`src/rtl/fsk_half_period_bit_decoder_top_macros.svh`:
```
// Assertion macros for the FSK half-period bit decoder.
// Used by the RTL files that carry concurrent assertions; depends on nothing.
`ifndef FSK_HALF_PERIOD_BIT_DECODER_TOP_MACROS_SVH
`define FSK_HALF_PERIOD_BIT_DECODER_TOP_MACROS_SVH
`ifndef NO_ASSERTIONS
`define FSK_ASSERT(label, prop, msg) \
   label: assert property (@(posedge clock) disable iff (reset) prop) else $error(msg);
`define FSK_ASSERT_NEXT(label, pre, post, msg) \
   label: assert property (@(posedge clock) disable iff (reset) pre |=> post) else $error(msg);
`else
`define FSK_ASSERT(label, prop, msg)
`define FSK_ASSERT_NEXT(label, pre, post, msg)
`endif
`endif

```
`src/rtl/fsk_hp_pkg.sv`:
```
// Shared types and constants for the FSK half-period bit decoder.
// Used by the serial divider and the top level; depends on nothing.
package fsk_hp_pkg;

   localparam int CFG_W  = 24;
   localparam int COST_W = 24;
   localparam int FRAC_W = 16;

   localparam logic [COST_W-1:0] COST_INF = {COST_W{1'b1}};

   localparam logic [1:0] KIND_ZERO    = 2'd0;
   localparam logic [1:0] KIND_ONE     = 2'd1;
   localparam logic [1:0] KIND_UNKNOWN = 2'd2;

   localparam logic [1:0] REG_SHORT_PERIOD = 2'd0;
   localparam logic [1:0] REG_LONG_PERIOD  = 2'd1;
   localparam logic [1:0] REG_MAX_ERROR    = 2'd2;

   typedef struct packed {
      logic              done;
      logic [COST_W-1:0] quotient;
   } div_status_type;

endpackage

```
`src/rtl/fsk_hp_div.sv`:
```
// Bit-serial restoring divider computing floor(dividend * 2^16 / divisor), saturated.
// Depends on fsk_hp_pkg.
module fsk_hp_div #(
   parameter int DIV_W = 24
) (
   input  logic                       clock,
   input  logic                       reset,
   input  logic                       start,
   input  logic [DIV_W-1:0]           dividend,
   input  logic [DIV_W-1:0]           divisor,
   output fsk_hp_pkg::div_status_type status
);

   localparam int STEPS = DIV_W + fsk_hp_pkg::FRAC_W;
   localparam int CNT_W = $clog2(STEPS);

   logic                          busy_ff;
   logic                          done_ff;
   logic [CNT_W-1:0]              cnt_ff;
   logic [DIV_W:0]                rem_ff;
   logic [STEPS-1:0]              num_ff;
   logic [DIV_W-1:0]              div_ff;
   logic [fsk_hp_pkg::COST_W-1:0] q_ff;
   logic                          ovf_ff;

   logic [DIV_W:0] rem_shift;
   logic           fits;
   logic [DIV_W:0] rem_in;

   assign rem_shift = {rem_ff[DIV_W-1:0], num_ff[STEPS-1]};
   assign fits      = rem_shift >= {1'b0, div_ff};
   assign rem_in    = fits ? rem_shift - {1'b0, div_ff} : rem_shift;

   always_ff @(posedge clock) begin
      if (reset) begin
         busy_ff <= 1'b0;
         done_ff <= 1'b0;
         cnt_ff  <= '0;
      end else begin
         done_ff <= 1'b0;
         if (start) begin
            busy_ff <= 1'b1;
            cnt_ff  <= '0;
         end else if (busy_ff) begin
            cnt_ff <= cnt_ff + 1'b1;
            if (cnt_ff == CNT_W'(STEPS - 1)) begin
               busy_ff <= 1'b0;
               done_ff <= 1'b1;
            end
         end
      end
   end

   always_ff @(posedge clock) begin
      if (start) begin
         num_ff <= {dividend, {fsk_hp_pkg::FRAC_W{1'b0}}};
         div_ff <= divisor;
         rem_ff <= '0;
         q_ff   <= '0;
         ovf_ff <= 1'b0;
      end else if (busy_ff) begin
         num_ff <= {num_ff[STEPS-2:0], 1'b0};
         rem_ff <= rem_in;
         q_ff   <= {q_ff[fsk_hp_pkg::COST_W-2:0], fits};
         ovf_ff <= ovf_ff | q_ff[fsk_hp_pkg::COST_W-1];
      end
   end

   assign status.done     = done_ff;
   assign status.quotient = ovf_ff ? fsk_hp_pkg::COST_INF : q_ff;

endmodule

```
`src/rtl/fsk_half_period_bit_decoder_top.sv`:
```
// FSK half-period bit decoder: four-entry interval window scored as zero, one or unknown bits.
// Depends on fsk_hp_pkg, fsk_hp_div and fsk_half_period_bit_decoder_top_macros.svh.
//
// Each interval goes through one serial divider, one quotient bit per cycle, which computes
// the long and then the short relative error of the interval. A decision follows once the
// window holds four entries or the interval ends the stream; such an interval gives one
// result per decision of its flush (up to four), and a decision waits until the result
// register is free. The block is not ready while an interval is being worked on; a result
// waiting on rsp_valid does not hold up the next transfer unless a further decision needs
// the result register.
`include "fsk_half_period_bit_decoder_top_macros.svh"
module fsk_half_period_bit_decoder_top #(
   parameter int TICK_WIDTH     = 48,
   parameter int DURATION_WIDTH = 24
) (
   input  logic                      clock,
   input  logic                      reset,
   input  logic                      req_valid,
   output logic                      req_ready,
   input  logic [TICK_WIDTH-1:0]     req_edge_tick,
   input  logic [DURATION_WIDTH-1:0] req_delta,
   input  logic                      req_end_of_stream,
   output logic                      rsp_valid,
   input  logic                      rsp_ready,
   output logic [1:0]                rsp_kind,
   output logic [TICK_WIDTH-1:0]     rsp_start_tick,
   output logic [TICK_WIDTH-1:0]     rsp_end_tick,
   output logic [23:0]               rsp_cost,
   output logic                      rsp_last_of_flush,
   input  logic                      csr_write_enable,
   input  logic [1:0]                csr_index,
   input  logic [23:0]               csr_write_data
);

   localparam int CW    = fsk_hp_pkg::COST_W;
   localparam int DIV_W = (DURATION_WIDTH > fsk_hp_pkg::CFG_W) ? DURATION_WIDTH
                                                                : fsk_hp_pkg::CFG_W;
   localparam int SUM_W = DURATION_WIDTH + 2;
   localparam int END_W = (TICK_WIDTH > SUM_W) ? TICK_WIDTH : SUM_W;

   localparam logic [1:0] S_IDLE   = 2'd0;
   localparam logic [1:0] S_DIVL   = 2'd1;
   localparam logic [1:0] S_DIVS   = 2'd2;
   localparam logic [1:0] S_DECIDE = 2'd3;

   logic [1:0]  state_ff;
   logic [2:0]  fill_ff;
   logic        eos_ff;
   logic        rsp_valid_ff;
   logic [23:0] short_ff;
   logic [23:0] long_ff;
   logic [23:0] max_ff;

   logic [TICK_WIDTH-1:0]     tick_ff;
   logic [DURATION_WIDTH-1:0] dlt_ff;
   logic [CW-1:0]             lerr_hold_ff;

   logic [DURATION_WIDTH-1:0] dur_ff  [4];
   logic [TICK_WIDTH-1:0]     edge_ff [4];
   logic [CW-1:0]             lerr_ff [4];
   logic [CW-1:0]             serr_ff [4];

   logic [1:0]            kind_ff;
   logic [TICK_WIDTH-1:0] start_ff;
   logic [TICK_WIDTH-1:0] end_ff;
   logic [CW-1:0]         cost_ff;
   logic                  last_ff;

   logic                       req_xfer;
   logic                       div_start;
   logic [DIV_W-1:0]           meas;
   logic [DIV_W-1:0]           target;
   logic [DIV_W-1:0]           diff;
   fsk_hp_pkg::div_status_type div_stat;

   logic [CW:0]       zsum;
   logic [CW+1:0]     osum;
   logic [CW-1:0]     score_zero;
   logic [CW-1:0]     score_one;
   logic              zero_ok;
   logic              one_ok;
   logic [1:0]        kind_in;
   logic [2:0]        used_in;
   logic [CW-1:0]     cost_in;
   logic [SUM_W-1:0]  dsum;
   logic [END_W-1:0]  end_full;
   logic [2:0]        fill_left;
   logic              out_free;
   logic              load_rsp;
   logic              flush_end;
   logic              drained;
   logic              in_divide;

   assign req_ready = state_ff == S_IDLE;
   assign req_xfer  = req_valid && req_ready;
   assign div_start = req_xfer || (state_ff == S_DIVL && div_stat.done);

   assign meas   = (state_ff == S_IDLE) ? DIV_W'(req_delta) : DIV_W'(dlt_ff);
   assign target = (state_ff == S_IDLE) ? DIV_W'(long_ff) : DIV_W'(short_ff);
   assign diff   = (meas > target) ? meas - target : target - meas;

   fsk_hp_div #(
      .DIV_W(DIV_W)
   ) u_div (
      .clock   (clock),
      .reset   (reset),
      .start   (div_start),
      .dividend(diff),
      .divisor (target),
      .status  (div_stat)
   );

   always_comb begin
      zsum       = {1'b0, lerr_ff[0]} + {1'b0, lerr_ff[1]};
      osum       = (CW+2)'(serr_ff[0]) + (CW+2)'(serr_ff[1])
                 + (CW+2)'(serr_ff[2]) + (CW+2)'(serr_ff[3]);
      score_zero = (fill_ff >= 3'd2) ? zsum[CW:1] : fsk_hp_pkg::COST_INF;
      score_one  = (fill_ff >= 3'd4) ? osum[CW+1:2] : fsk_hp_pkg::COST_INF;
      zero_ok    = score_zero != fsk_hp_pkg::COST_INF && score_zero <= score_one
                   && score_zero <= max_ff;
      one_ok     = score_one != fsk_hp_pkg::COST_INF && score_one < score_zero
                   && score_one <= max_ff;
      if (zero_ok) begin
         kind_in = fsk_hp_pkg::KIND_ZERO;
         used_in = 3'd2;
         cost_in = score_zero;
      end else if (one_ok) begin
         kind_in = fsk_hp_pkg::KIND_ONE;
         used_in = 3'd4;
         cost_in = score_one;
      end else begin
         kind_in = fsk_hp_pkg::KIND_UNKNOWN;
         used_in = 3'd1;
         cost_in = (score_zero <= score_one) ? score_zero : score_one;
      end
      dsum = SUM_W'(dur_ff[0]);
      if (used_in >= 3'd2) begin
         dsum = dsum + SUM_W'(dur_ff[1]);
      end
      if (used_in == 3'd4) begin
         dsum = dsum + SUM_W'(dur_ff[2]) + SUM_W'(dur_ff[3]);
      end
      end_full  = END_W'(edge_ff[0]) + END_W'(dsum);
      fill_left = fill_ff - used_in;
   end

   assign out_free  = !rsp_valid_ff || rsp_ready;
   assign load_rsp  = state_ff == S_DECIDE && out_free;
   assign flush_end = load_rsp && eos_ff && fill_left == 3'd0;
   assign drained   = fill_ff == 3'd0 && state_ff == S_IDLE;
   assign in_divide = state_ff == S_DIVL || state_ff == S_DIVS;

   always_ff @(posedge clock) begin
      if (reset) begin
         state_ff     <= S_IDLE;
         fill_ff      <= '0;
         rsp_valid_ff <= 1'b0;
         short_ff     <= 24'd52;
         long_ff      <= 24'd104;
         max_ff       <= 24'd22938;
      end else begin
         if (csr_write_enable) begin
            unique case (csr_index)
               fsk_hp_pkg::REG_SHORT_PERIOD: short_ff <= csr_write_data;
               fsk_hp_pkg::REG_LONG_PERIOD:  long_ff  <= csr_write_data;
               fsk_hp_pkg::REG_MAX_ERROR:    max_ff   <= csr_write_data;
               default: ;
            endcase
         end
         if (load_rsp) begin
            rsp_valid_ff <= 1'b1;
         end else if (rsp_ready) begin
            rsp_valid_ff <= 1'b0;
         end
         unique case (state_ff)
            S_IDLE: begin
               if (req_xfer) begin
                  state_ff <= S_DIVL;
               end
            end
            S_DIVL: begin
               if (div_stat.done) begin
                  state_ff <= S_DIVS;
               end
            end
            S_DIVS: begin
               if (div_stat.done) begin
                  fill_ff  <= fill_ff + 3'd1;
                  state_ff <= (eos_ff || fill_ff == 3'd3) ? S_DECIDE : S_IDLE;
               end
            end
            S_DECIDE: begin
               if (out_free) begin
                  fill_ff <= fill_left;
                  if (!(eos_ff && fill_left != 3'd0)) begin
                     state_ff <= S_IDLE;
                  end
               end
            end
            default: state_ff <= S_IDLE;
         endcase
      end
   end

   always_ff @(posedge clock) begin
      if (req_xfer) begin
         tick_ff <= req_edge_tick;
         dlt_ff  <= req_delta;
         eos_ff  <= req_end_of_stream;
      end
      if (state_ff == S_DIVL && div_stat.done) begin
         lerr_hold_ff <= div_stat.quotient;
      end
      if (state_ff == S_DIVS && div_stat.done) begin
         dur_ff[fill_ff[1:0]]  <= dlt_ff;
         edge_ff[fill_ff[1:0]] <= tick_ff;
         lerr_ff[fill_ff[1:0]] <= lerr_hold_ff;
         serr_ff[fill_ff[1:0]] <= div_stat.quotient;
      end
      if (load_rsp) begin
         kind_ff  <= kind_in;
         start_ff <= edge_ff[0];
         end_ff   <= end_full[TICK_WIDTH-1:0];
         cost_ff  <= cost_in;
         last_ff  <= eos_ff && fill_left == 3'd0;
         case (used_in)
            3'd1: begin
               for (int i = 0; i < 3; i++) begin
                  dur_ff[i]  <= dur_ff[i+1];
                  edge_ff[i] <= edge_ff[i+1];
                  lerr_ff[i] <= lerr_ff[i+1];
                  serr_ff[i] <= serr_ff[i+1];
               end
            end
            3'd2: begin
               for (int i = 0; i < 2; i++) begin
                  dur_ff[i]  <= dur_ff[i+2];
                  edge_ff[i] <= edge_ff[i+2];
                  lerr_ff[i] <= lerr_ff[i+2];
                  serr_ff[i] <= serr_ff[i+2];
               end
            end
            default: ;
         endcase
      end
   end

   assign rsp_valid         = rsp_valid_ff;
   assign rsp_kind          = kind_ff;
   assign rsp_start_tick    = start_ff;
   assign rsp_end_tick      = end_ff;
   assign rsp_cost          = cost_ff;
   assign rsp_last_of_flush = last_ff;

   `FSK_ASSERT(a_fill_bound, fill_ff <= 3'd4, "window fill above four")
   `FSK_ASSERT(a_decide_nonempty, state_ff != S_DECIDE || fill_ff != 3'd0, "empty decision")
   `FSK_ASSERT_NEXT(a_flush_empties, flush_end, drained, "flush left entries")
   `FSK_ASSERT(a_div_done_state, !div_stat.done || in_divide, "divider done outside a divide")

endmodule

```
`config.mk`:
```
export PLATFORM = sky130hd
export DESIGN_NAME = fsk_half_period_bit_decoder_top
export DESIGN_NICKNAME = d
export VERILOG_FILES = /design/src/rtl/fsk_hp_pkg.sv /design/src/rtl/fsk_hp_div.sv /design/src/rtl/fsk_half_period_bit_decoder_top.sv
export VERILOG_INCLUDE_DIRS = /design/src /design/src/rtl
export SDC_FILE = /design/constraint.sdc
export NUM_CORES = 2
export LEC_CHECK = 0
export BUFFER_PORTS_ARGS = -buffer_cell sky130_fd_sc_hd__buf_2
export CAP_MARGIN = 20
export CORE_ASPECT_RATIO = 1.25
export CORE_MARGIN = 8
export CORE_UTILIZATION = 42
export CTS_CLUSTER_DIAMETER = 200
export DETAILED_ROUTE_END_ITERATION = 7
export GPL_TIMING_DRIVEN = 0
export PLACE_DENSITY = 0.66
export SYNTH_ARGS = -nofsm -noshare
export SYNTH_HDL_FRONTEND = slang
export SYNTH_SLANG_ARGS = --single-unit
```
`constraint.sdc`:
```
create_clock -name clock -period 13.33 [get_ports clock]
set_input_delay 1.9995 -clock clock [delete_from_list [all_inputs] [get_ports clock]]
set_output_delay 1.9995 -clock clock [all_outputs]
set_load 0.01 [all_outputs]
```
* Word level (Yosys, flattened, before mapping)
Memories as Yosys holds them, arrays and structs flattened.
Cells that the tools add are included.
** Cells by class
- Add/subtract/negate cells :: 14
- Multipliers :: 0
- Divide/modulo/power cells :: 0
- $lt $le $gt $ge :: 9
- Eq/ne operators :: 17
- Shift-type cells :: 0
- Muxes and demuxes :: 61
- Bitwise logic cells :: 10
- Reduce and logical (&&, ||, !) cells :: 32
** Operator list (number)
- 24-bit 2-to-1 mux :: 19
- 48-bit 2-to-1 mux :: 3
- 40-bit 2-to-1 mux :: 2
- 26-bit by 24-bit adder with 26-bit output :: 3
- 24-bit by 24-bit adder with 25-bit output :: 3
- 24-bit less-or-equal comparator :: 3
- 24-bit OR reduction :: 3
- 24-bit subtractor :: 3
- 48-bit by 26-bit adder with 48-bit output :: 1
- 24-bit inequality test, second input constant :: 2
- 48-bit OR reduction :: 1
- 25-bit by 24-bit adder with 26-bit output :: 1
- 26-bit 2-to-1 mux :: 1
- 25-bit by 24-bit greater-or-equal comparator with 1-bit output :: 1
- 25-bit 2-to-1 mux :: 1
- 24-bit > comparator :: 1
- 24-bit less-than comparator :: 1
- 2-bit 2-to-1 mux :: 11
- 1-bit 2-to-1 mux :: 18
- 3-bit 2-to-1 mux :: 4
- 1-bit logical AND :: 10
- 1-bit bitwise OR :: 9
- 2-bit one-hot mux with 4 select lines :: 1
- 6-bit by 1-bit adder with 6-bit output, second input constant :: 1
- 25 further kinds :: 40
** Word-level totals
- Register bits :: 403
- Bits in latches :: 0
- RAM bits :: 480
- ROM bits :: 0
- Input bits :: 104
- Output and inout port bits :: 125
- Logic and storage cells :: 170
- Memories :: 4
** Memories
- edge_ff :: depth 4, width 48, read ports 4, clocked after Yosys merged registers in 0, wr ports 3, line fsk_half_period_bit_decoder_top.sv:59 : logic [TICK_WIDTH-1:0] edge_ff [4];
- dur_ff :: depth 4, width 24, read ports 4, clocked after Yosys merged registers in 0, wr ports 3, line fsk_half_period_bit_decoder_top.sv:58 : logic [DURATION_WIDTH-1:0] dur_ff [4];
- lerr_ff :: depth 4, width 24, read ports 4, clocked after Yosys merged registers in 0, wr ports 3, line fsk_half_period_bit_decoder_top.sv:60 : logic [CW-1:0] lerr_ff [4];
- serr_ff :: depth 4, width 24, read ports 4, clocked after Yosys merged registers in 0, wr ports 3, line fsk_half_period_bit_decoder_top.sv:61 : logic [CW-1:0] serr_ff [4];

* Longest topological paths before layout
An unclocked memory read counts as a cell.
- Word-level depth :: 17
- Gate-level depth with buffers :: 56
- Gate-level depth less buffers :: 53

* Modules after synthesis
From an unflattened synthesis, not the netlist that was laid out.
** Second synthesis, totals
- Cell total of the unflattened synthesis :: 4454
- Area total of the unflattened synthesis :: 48931.9 um2
** By module, submodules not included
- fsk_half_period_bit_decoder_top :: times used 1, cells each 3905, area an instance 43440.4 um2, seq. area each 22581.7 um2
- fsk_hp_div :: times used 1, cells each 549, area an instance 5491.5 um2, seq. area each 2582.5 um2

* Worst setup path before layout
No wires, ideal clock.
- Path kind :: register to register
- Start point :: memory serr_ff[3][1] in the netlist's numbering
- End point :: register end_ff[32] (netlist: rsp_end_tick[32]) (data pin)
- Library setup time :: 0.258 ns
- Data arrival time :: 10.574 ns
- Required time :: 13.072 ns
- Setup slack :: 2.498 ns
- Cell stages (with the launch flop) :: 53
- Path buffers :: 4
- Period minus slack after synthesis :: 10.832 ns
- Cell sequence :: edfxtp_1 > inv_1 > fa_1 > fa_1 > or3b_2 > fa_1 > nor2b_1 > o31a_2 > o21ai_1 > o31ai_1 > xnor2_1 > nand2_1 > inv_1 > ha_1 > a2111oi_0 > o21ai_0 > a221oi_1 > nor2b_1 > (+17 left out) > o21bai_1 > a21o_1 > a21oi_1 > xor2_1 > a21oi_1 > ha_1 > a21oi_1 > o21ai_0 > a21o_1 > nor3_1 > nand2_1 > a221o_1 > a221o_1 > a31o_2 > a31o_2 > clkbuf_1 > nand3_1 > xnor2_1
** RTL lines
- from (decl) :: line fsk_half_period_bit_decoder_top.sv:61
- to (signal assigned) :: line fsk_half_period_bit_decoder_top.sv:223 : end_ff <= end_full[TICK_WIDTH-1:0];
- to (decl) :: line fsk_half_period_bit_decoder_top.sv:65 : logic [TICK_WIDTH-1:0] end_ff;

==> results.md <==
- The via count of the first global-routing pass is 36400.
- Buffers inserted to repair hold after CTS numbered 0.
- The detail route stage leaves a number of antenna-violating nets equal to 0.
- The setup slack after layout is 595 ps.
- Yosys attributes the largest share of cell area to edfxtp_1 (45%), ha_1 (6.9%), dfxtp_1 (5.5%), a21oi_1 (4.5%), fa_1 (3.2%).
- Setup repair after global routing left no endpoint under its margin.
- The count of distinct cell types in the synthesized netlist is 90.
- The number of placed I/O pins is 229.
- For this run, the total global-route usage over all layers was measured as 0.225.
- The max-cap check violation count is 0.
- The TritonCTS clock tree is yes.
- The total CTS buffers is 90.
- The critical setup path kind is reg2reg.
- The largest net degree at the start of global routing is 56.
- The relative area change from synthesis to final layout is 13.5%.
- Timing analysis after detailed placement gives a worst setup slack of -644 ps.
- The die is 323 um wide.
- The port buffer count is 227.
- The initial cell density of the core is 0.424.
- The maximum ir drop on the vdd rail is 0.0991 mV.
- The share of synthesized area in the top cell type comes to 0.454.
- Measured along the y axis, the die boundary spans 400 um.
- After synthesis the netlist holds a flip-flop and latch count of 883.
- In the routed layout, each cell is associated on average with a via count of 5.70.
- The footprint of the flip-flops and latches is 25200 sq um.
- The number of antenna violations at the first check in global routing is 7.
- Sorting the synthesized cells by how often they occur yields edfxtp_1 (748), a21oi_1 (449), nand2_1 (382).
- The maximum cell stage delay along the critical path is 510 ps.
- The hold violation count in the final report was 0.
- Setup violations remaining at the end of the flow were counted as 0.
- The number of buffers and inverters on the critical path is 6.
- In the synthesized netlist the async set-or-reset flop fraction comes to 0.
- The worst slew margin relative to its limit is 0.220.
- The most common cell in the netlist is edfxtp_1.
- At the pin with the least slew margin, the transition time is 1170 ps.
- Summed over all cells, the static leakage comes to 21.7 nW.
- The endpoint required time on the critical path is 13760 ps.
- In this run the number of H-tree levels came out at 3.
- The last weighted congestion value of the routability-driven placer is 0.939.
- The cell count after synthesis came out at 4504.
- The number of nets produced by synthesis is 4959.
- The area of combinational cells with multiple inputs is 22000 sq um.
- Along the worst path, the maximum fanout reaches 10.
- Counting along the longest clock path gives a buffer depth of 3.
- The routed layout has 37000 vias.
- Between clock sinks in the finished design, the worst skew comes to 69.3 ps.
- The total area inside the core boundary comes to 117000 sq um.
- The wire length per cell is 23.1 um.
- Yosys printed 0 warnings.
- Data arrives at the worst endpoint at 13170 ps.
- The number of placement rows is 140.
- The power density over the cells is 127 nW/um^2.
- The run finished with clean final reports.
- The sequential fraction of the synthesis area is 0.509.
- The routed wire length is 150000 um.
- The final standard cell area without fillers is 56100 sq um.
- The cell at the slowest stage of the critical path is fa_1.
- The number of detailed-routing iterations run before antenna repair is 6.
- The shortest clock period the worst path allows after layout is 12730 ps.
- For this run, the top clock speed supported by timing is 78.5 MHz.
- Broken down by cell family, the worst path's largest delay share belongs to compound AO/OA/AOI/OAI gates.
- STA classifies the critical path startpoint as a flop.
- The most used flip-flop cell after synthesis is edfxtp_1.
- The number of clock sinks is 883.
- The post-synthesis instance area is 49400 sq um.
- The number of pins with negative max-slew slack in the final report is 0.
- Dividing the final minimum period by the clock period gives 0.955.
- The filler cells instantiated in the layout total 10700.
- The clock latency on the worst-skew pair is 720 ps.
- Counting tap cells, the placed design contains a total of 6308 instances.
- The minimum hold slack is 453 ps.
- After clock tree synthesis, the clock-pin slew on the worst setup and hold paths is 60 ps.
- For this run, design rule violations remaining after detail routing come to 0.
- The share of cells above drive strength 1 is 0.130.
- The final layout net count is 5296.
- The clock tree root driver cell is clkbuf_16.
- After global routing the overflow that remains totals 0.
- The first routing iteration left 3152 violations.
- In this run, synthesis inferred 748 flip-flops with an integrated enable.
- Averaged over all synthesized cells, the footprint is 11.0 sq um.
- STA classifies the critical path endpoint as a flop.
- The path type of the worst min-delay path is reg2reg.
- The area of the die is 129000 sq um.
- The wire length of the first global-routing pass is 224000 um.
- The post-place instance area is 52900 sq um.
- The post-route non-filler standard cell count is 6481.
- The post-DP HPWL is 112000 um.
- The dominant cell type by area after synthesis is edfxtp_1.
## layout by cell type, fill, tap and decap left out, drive strengths merged, types with 30 or more instances in the layout
| cell | instances |
|---|---|
| a21o | 89 |
| a21oi | 450 |
| and3 | 30 |
| buf | 323 |
| clkbuf | 243 |
| clkinv | 36 |
| dfxtp | 135 |
| edfxtp | 748 |
| fa | 80 |
| ha | 271 |
| inv | 355 |
| mux2 | 140 |
| mux2i | 131 |
| nand2 | 382 |
| nand2b | 30 |
| nand3 | 73 |
| nand4 | 39 |
| nor2 | 302 |
| nor2b | 40 |
| nor3 | 57 |
| o211ai | 39 |
| o21a | 42 |
| o21ai | 166 |
| o221ai | 38 |
| o22ai | 197 |
| or2 | 36 |
| xnor2 | 102 |
| xor2 | 46 |
## cell type report
type | instances | area share
flip-flops and latches | 883 | 0.448
multi-input cells | 3055 | 0.392
clock buffers | 108 | 0.0422
well taps | 1562 | 0.0348
repair buffers | 245 | 0.0269
inverters | 353 | 0.0236
plain buffers | 213 | 0.0188
clock inverters | 58 | 0.0132
diodes | 4 | 0.000178
## what timing repair did
action / in CTS / in global routing
gates resized for setup: 6 / 18
pin swaps: 0 / 2
setup buffers: 0 / 3
endpoints found under the setup margin: 20 / 23
## per-layer routing
metal  share of wire  track usage  vias to the layer above
met5               0            0                        -
met1            0.40        0.277                    18200
met4           0.044       0.0983                        0
met3           0.056       0.0276                      264
li1                -            -                    17200
met2            0.50        0.396                     1285
## worst register-to-register path: cells and delay by family (launching register included)
kind | cells | cell delay [ps]
buffers and inverters | 6 | 1080
adder cells (fa/ha/maj) | 7 | 2880
AO/OA/AOI/OAI | 24 | 5250
AND/OR/NAND/NOR | 12 | 2330
XOR/XNOR | 3 | 530
flip-flops | 1 | 380
## metrics by stage
stage                util  TNS, ps  power [mW]
detailed placement  0.454    -6180        4.48
finish              0.481        0        7.11
floorplan               -        0        4.11
global placement    0.450    -4280        4.46
global route        0.481        0        7.38
CTS                 0.481        0        7.15
## where the power goes
part	internal (mW)	switching [mW]	total [mW]
sequential	3.14	0.0818	3.22
combinational	0.472	0.740	1.21
clock	1.52	1.15	2.67
## state kept, by name, summed over array words and instances, names as in the netlist, 2 cells and up
signal	count
long_ff	24
serr_ff	96
rsp_start_tick	48
edge_ff	192
fill_ff	3
u_div.div_ff	24
u_div.q_ff	24
rsp_cost	24
u_div.cnt_ff	6
tick_ff	48
dur_ff	96
lerr_ff	96
lerr_hold_ff	24
u_div.num_ff	24
state_ff	2
dlt_ff	24
short_ff	24
max_ff	24
u_div.rem_ff	24
rsp_kind	2
rsp_end_tick	48
## logic make-up (layout without fill, tap and decap cells)
| kind of cell | count (synthesis) | count (layout) | synth area share |
|---|---|---|---|
| flip-flops | 883 | 883 | 0.509 |
| XOR/XNOR | 148 | 148 | 0.0262 |
| AO/OA/AOI/OAI | 1205 | 1205 | 0.152 |
| AND/OR/NAND/NOR | 1080 | 1080 | 0.101 |
| adder cells (fa/ha/maj) | 351 | 351 | 0.101 |
| multiplexers | 271 | 271 | 0.0633 |
| other | 0 | 4 | 0 |
| buffers and inverters | 566 | 977 | 0.0477 |
## final timing paths
| path | start | to | slack, ps | depth (start not counted) |
|---|---|---|---|---|
| max | serr_ff[3][15]$_DFFE_PP_ | rsp_end_tick[46]$_DFFE_PP_ | 600 | 52 |
| min reg2reg | short_ff[16]$_SDFFE_PP0P_ | short_ff[16]$_SDFFE_PP0P_ | 450 | 2 |
| max reg2reg | serr_ff[3][15]$_DFFE_PP_ | rsp_end_tick[46]$_DFFE_PP_ | 600 | 52 |
| min | short_ff[16]$_SDFFE_PP0P_ | short_ff[16]$_SDFFE_PP0P_ | 450 | 2 |
(Power assumes the default switching activity.)
